`config.mk`:
```
export PLATFORM = sky130hd
export DESIGN_NAME = ptda_ram
export DESIGN_NICKNAME = d
export VERILOG_FILES = /design/src/rtl/page_table_demand_allocator_assert.svh /design/src/rtl/ptda_ram.sv
export SDC_FILE = /design/constraint.sdc
export NUM_CORES = 2
export LEC_CHECK = 0
export BUFFER_PORTS_ARGS = -buffer_cell sky130_fd_sc_hd__buf_2
export CORE_MARGIN = 1.5
export CORE_UTILIZATION = 59
export CTS_BUF_LIST = sky130_fd_sc_hd__clkbuf_4
export DETAILED_ROUTE_END_ITERATION = 8
export PLACE_DENSITY = 0.75
export RECOVER_POWER = 25
export SYNTH_ARGS = -nofsm -noshare
export SYNTH_HDL_FRONTEND = slang
export SYNTH_SLANG_ARGS = --single-unit
```
`constraint.sdc`:
```
create_clock -name clk -period 2.9 [get_ports clk]
set_input_delay 0.725 -clock clk [delete_from_list [all_inputs] [get_ports clk]]
set_output_delay 0.725 -clock clk [all_outputs]
set_load 0.01 [all_outputs]
```
`src/rtl/page_table_demand_allocator_assert.svh`:
```
// Assertion macros shared by the page table allocator RTL.
`ifndef PAGE_TABLE_DEMAND_ALLOCATOR_ASSERT_SVH
`define PAGE_TABLE_DEMAND_ALLOCATOR_ASSERT_SVH
// Checks that a condition holds at every clock edge outside reset.
`define PTDA_ASSERT(label, clk, rst_n, cond, msg) \
	label: assert property (@(posedge clk) disable iff (!rst_n) (cond)) else $error(msg);
// Checks that a trigger implies a consequence in the next cycle.
`define PTDA_ASSERT_NEXT(label, clk, rst_n, trig, cond, msg) \
	label: assert property (@(posedge clk) disable iff (!rst_n) (trig) |=> (cond)) \
		else $error(msg);
`endif

```
`src/rtl/ptda_ram.sv`:
```
// Generic single-port-write, registered-read RAM.
`default_nettype none
module ptda_ram #(
	parameter int WIDTH = 8,
	parameter int DEPTH = 256
) (
	input  wire logic                     clk,
	input  wire logic                     we,
	input  wire logic [$clog2(DEPTH)-1:0] waddr,
	input  wire logic [WIDTH-1:0]         wdata,
	input  wire logic [$clog2(DEPTH)-1:0] raddr,
	output logic      [WIDTH-1:0]         rdata
);
	logic [WIDTH-1:0] mem [DEPTH];

	always_ff @(posedge clk) begin
		if (we) begin
			mem[waddr] <= wdata;
		end
		rdata <= mem[raddr];
	end
endmodule
`default_nettype wire

```
==> out/qor.csv <==
stage;metric;value;unit
outcome;status;complete, but fails checks;
outcome;violations;DRC, capacitance limit, slew limit;
finish;fill_cells;8003;
clock_tree;cts_buffer_depth;4;
setup_path;crit_path_cell_trace;dlygate4sd3_1, dlymetal6s4s_1, buf_4;
detailed_routing;drt_wl_total;197000;um
detailed_routing;met3WireLength;24500;um
synthesis;synth-main-ff-cell;edfxtp_1;
flow_run;maxCapViolations;8;
timing;setup_slack;0.0826;ns
timing;hold_viol_final;0;
clock_tree;cts_max_level;5;
placement;numPortBuffers;33;
timing;setup_violations;0;
placement;gp_congestion;0.879;
detailed_routing;vias;43200;
power;p_leak;31.0;nW
timing;worst_slew_pin_slew;2.53;ns
global_routing;grt_usage;0.293;
synthesis;netlist_top_cells_area;edfxtp_1 (77%), mux4_2 (13%), mux2i_1 (1.7%);
placement;dpl_cell_area;86900;um^2
timing;period_needed;2.82;ns
timing;min_period_over_period;0.972;
die;die_h;370;um
timing;fmax;0.355;GHz
synthesis;syn_area_per_cell;21.3;um^2
global_routing;antenna_found_initial;10;
setup_path;required;3.90;ns
detailed_routing;drtIter0Drc;5660;
synthesis;netlist_area;79600;um^2
detailed_routing;ant_nets;0;
timing;slew_viol_final;470;
placement;pre_cts_slack;-1.19;ns
setup_path;start_kind;input pin;
detailed_routing;first_pass_iters;8;
synthesis;yosys_register_bits;2056;
setup_path;critPathCaptureType;register;
synthesis;netlist.top_cell.by_area;edfxtp_1;
finish;drive_gt1_frac;0.385;
synthesis;synth_fp_nets;3759;
clock_tree;clkLatencyLatePin;1.31;ns
clock_tree;clock_sinks;2056;
die;core;134000;um^2
setup_path;critical_path_class;input pin to register;
clock_tree;post_cts_buffers;0;
power;p_per_area;629;nW/um^2
synthesis;synth_top_area_frac;0.773;
clock_tree;clk_pin_slew;0.07;ns
timing;fin_skew;0.102;ns
detailed_routing;post_drt_via_cell_ratio;6.30;
setup_path;critPathSlowestCell;dlymetal6s4s_1;
detailed_routing;topRoutingLayerUsed;met5;
synthesis;synthCells;3733;
die;std_cell_rows;134;
detailed_routing;dr_wl_met2;93800;um
synthesis;ys_seq_area_frac;0.775;
global_routing;grt_pass1_wl;288000;um
setup_path;cp_max_fo;54;
detailed_routing;drc;4;
finish;nNetsFinal;4762;
global_routing;grt_pass1_vias;44400;
timing;slew_headroom;-0.687;
timing;rsz0062_at_grt;no;
power;irDropWorstVdd;0.472;mV
setup_path;arrival;3.82;ns
die;start_util;0.595;
worst_hold_path;min_path_type;input pin to register;
synthesis;synth_edf_count;2048;
synthesis;synth.distinct_cells;55;
clock_tree;tritoncts;done;
setup_path;cpPeakStageDelay;1.83;ns
placement;dp_hpwl;127000;um
global_routing;grt_start_max_net_pins;106;
detailed_routing;wirelength_met1;71000;um
finish;design_area;92900;um^2
global_routing;grt.overflow.total;0;
die;io_pins;34;
finish;syn_to_final_growth;16.7;%
timing;fin_setup_tns;0;ns
die;die-area;137000;um^2
die;fp.dieW;370;um
power;p_total;58.4;mW
synthesis;yosys_warnings;0;
detailed_routing;drt-wirelength-per-cell;28.7;um
clock_tree;cts_buffers;490;
clock_tree;cts_root_buf;clkbuf_4;
synthesis;async_reset_ff_frac;0;
==> cell usage after synthesis (5+ instances only) <==
library cell and instances:
a221oi_1 13, a22oi_1 133, nand2b_1 8, edfxtp_1 2048, dfxtp_1 8, buf_4 27, buf_1 22, and2_1 6
buf_8 13, nand4_1 10, o22ai_1 28, nand2_1 33, a22o_1 8, nor3_1 22, nor4_1 24, a211oi_1 16
buf_12 8, clkbuf_1 111, nand3_1 34, o211ai_1 10, mux2i_1 134, o21ai_0 10, buf_2 31, nor2b_1 31
a21oi_1 96, nor2_1 282, o221ai_1 46, o22a_1 5, mux4_2 454, buf_6 21
==> layout by cell type (no fill, tap or decap), types with 16 or more instances in the layout <==
master,synthesis,layout
edfxtp_1,2048,2048
clkbuf_4,0,735
buf_4,27,614
mux4_2,454,454
nor2_1,282,279
mux2i_1,134,134
a22oi_1,133,133
a21oi_1,96,96
clkinv_1,1,93
buf_12,8,76
o221ai_1,46,46
nand3_1,34,34
nand2_1,33,33
o22ai_1,28,28
nor2b_1,31,28
nor3_1,22,22
buf_2,31,22
nor4_1,24,20
a211oi_1,16,16
==> area by class of cell <==
class / instances / area [um^2] / share of cell area
Sequential cell: 2056 / 61700 / 0.664
Multi-Input combinational cell: 1442 / 16500 / 0.178
Timing Repair Buffer: 744 / 6510 / 0.0701
Clock buffer: 735 / 5520 / 0.0594
Tap cell: 1768 / 2210 / 0.0238
Clock inverter: 108 / 418 / 0.00450
Antenna cell: 7 / 17.5 / 0.000189
Inverter: 2 / 7.51 / 0.0000808
==> sequential cells by signal, summed over array words and instances, names as in the netlist <==
register / count
mem: 2048
rdata: 8
==> cells by family (layout without fill, tap and decap cells) <==
| family | after synthesis | after routing | share of synthesized area |
|---|---|---|---|
| other cells | 0 | 7 | 0 |
| flops | 2056 | 2056 | 0.775 |
| compound gates | 385 | 385 | 0.0342 |
| mux | 591 | 591 | 0.146 |
| buf+inv | 235 | 1589 | 0.0183 |
| simple gates | 466 | 466 | 0.0263 |
==> metal layers <==
| layer | track usage | up-vias |
|---|---|---|
| li1 | - | 18000 |
| met1 | 0.403 | 22000 |
| met2 | 0.442 | 2805 |
| met3 | 0.0828 | 413 |
| met4 | 0.131 | 6 |
| met5 | 0 | - |
==> power by group <==
part	leakage [nW]	internal [mW]	total (mW)	switching, mW
Sequential	18.5	32.8	32.8	0.0778
Clock	3.59	11.5	22.2	10.7
Combinational	8.89	1.38	3.41	2.03
Total	31.0	45.6	58.4	12.8
==> stage by stage <==
step / hold WS (ns) / instances / utilization
6_report: 0.190 / 6862 / 0.695
5_1_grt: 0.115 / 6860 / 0.695
4_1_cts: 0.0192 / 6855 / 0.696
3_5_place_dp: 1.04 / 5999 / 0.650
3_3_place_gp: 1.04 / 5999 / 0.650
2_1_floorplan: 0.770 / 3733 / -
==> critical path: cells and delay by family <==
family	cells	cell delay [ns]
buffers and inverters	3	2.99
==> what timing repair did <==
| action | in CTS | in global routing |
|---|---|---|
| gates resized for setup | 9 | 1 |
| endpoints found under the setup margin | 9 | 1 |
| hold endpoints to repair | 473 | 0 |
| hold buffers | 13 | 0 |
==> final timing paths <==
| path | from | to | slack, ns | cells past startpoint |
|---|---|---|---|---|
| worst max-delay path | wdata[5] | mem[53][5]$_DFFE_PP_ | 0.08 | 3 |
| worst max register to register | mem[195][0]$_DFFE_PP_ | rdata[0]$_DFF_P_ | 0.11 | 5 |
| worst min register to register | mem[40][3]$_DFFE_PP_ | rdata[3]$_DFF_P_ | 1.10 | 7 |
| worst min-delay path | waddr[0] | mem[167][6]$_DFFE_PP_ | 0.19 | 4 |
Power figures use the tool's default switching activity.
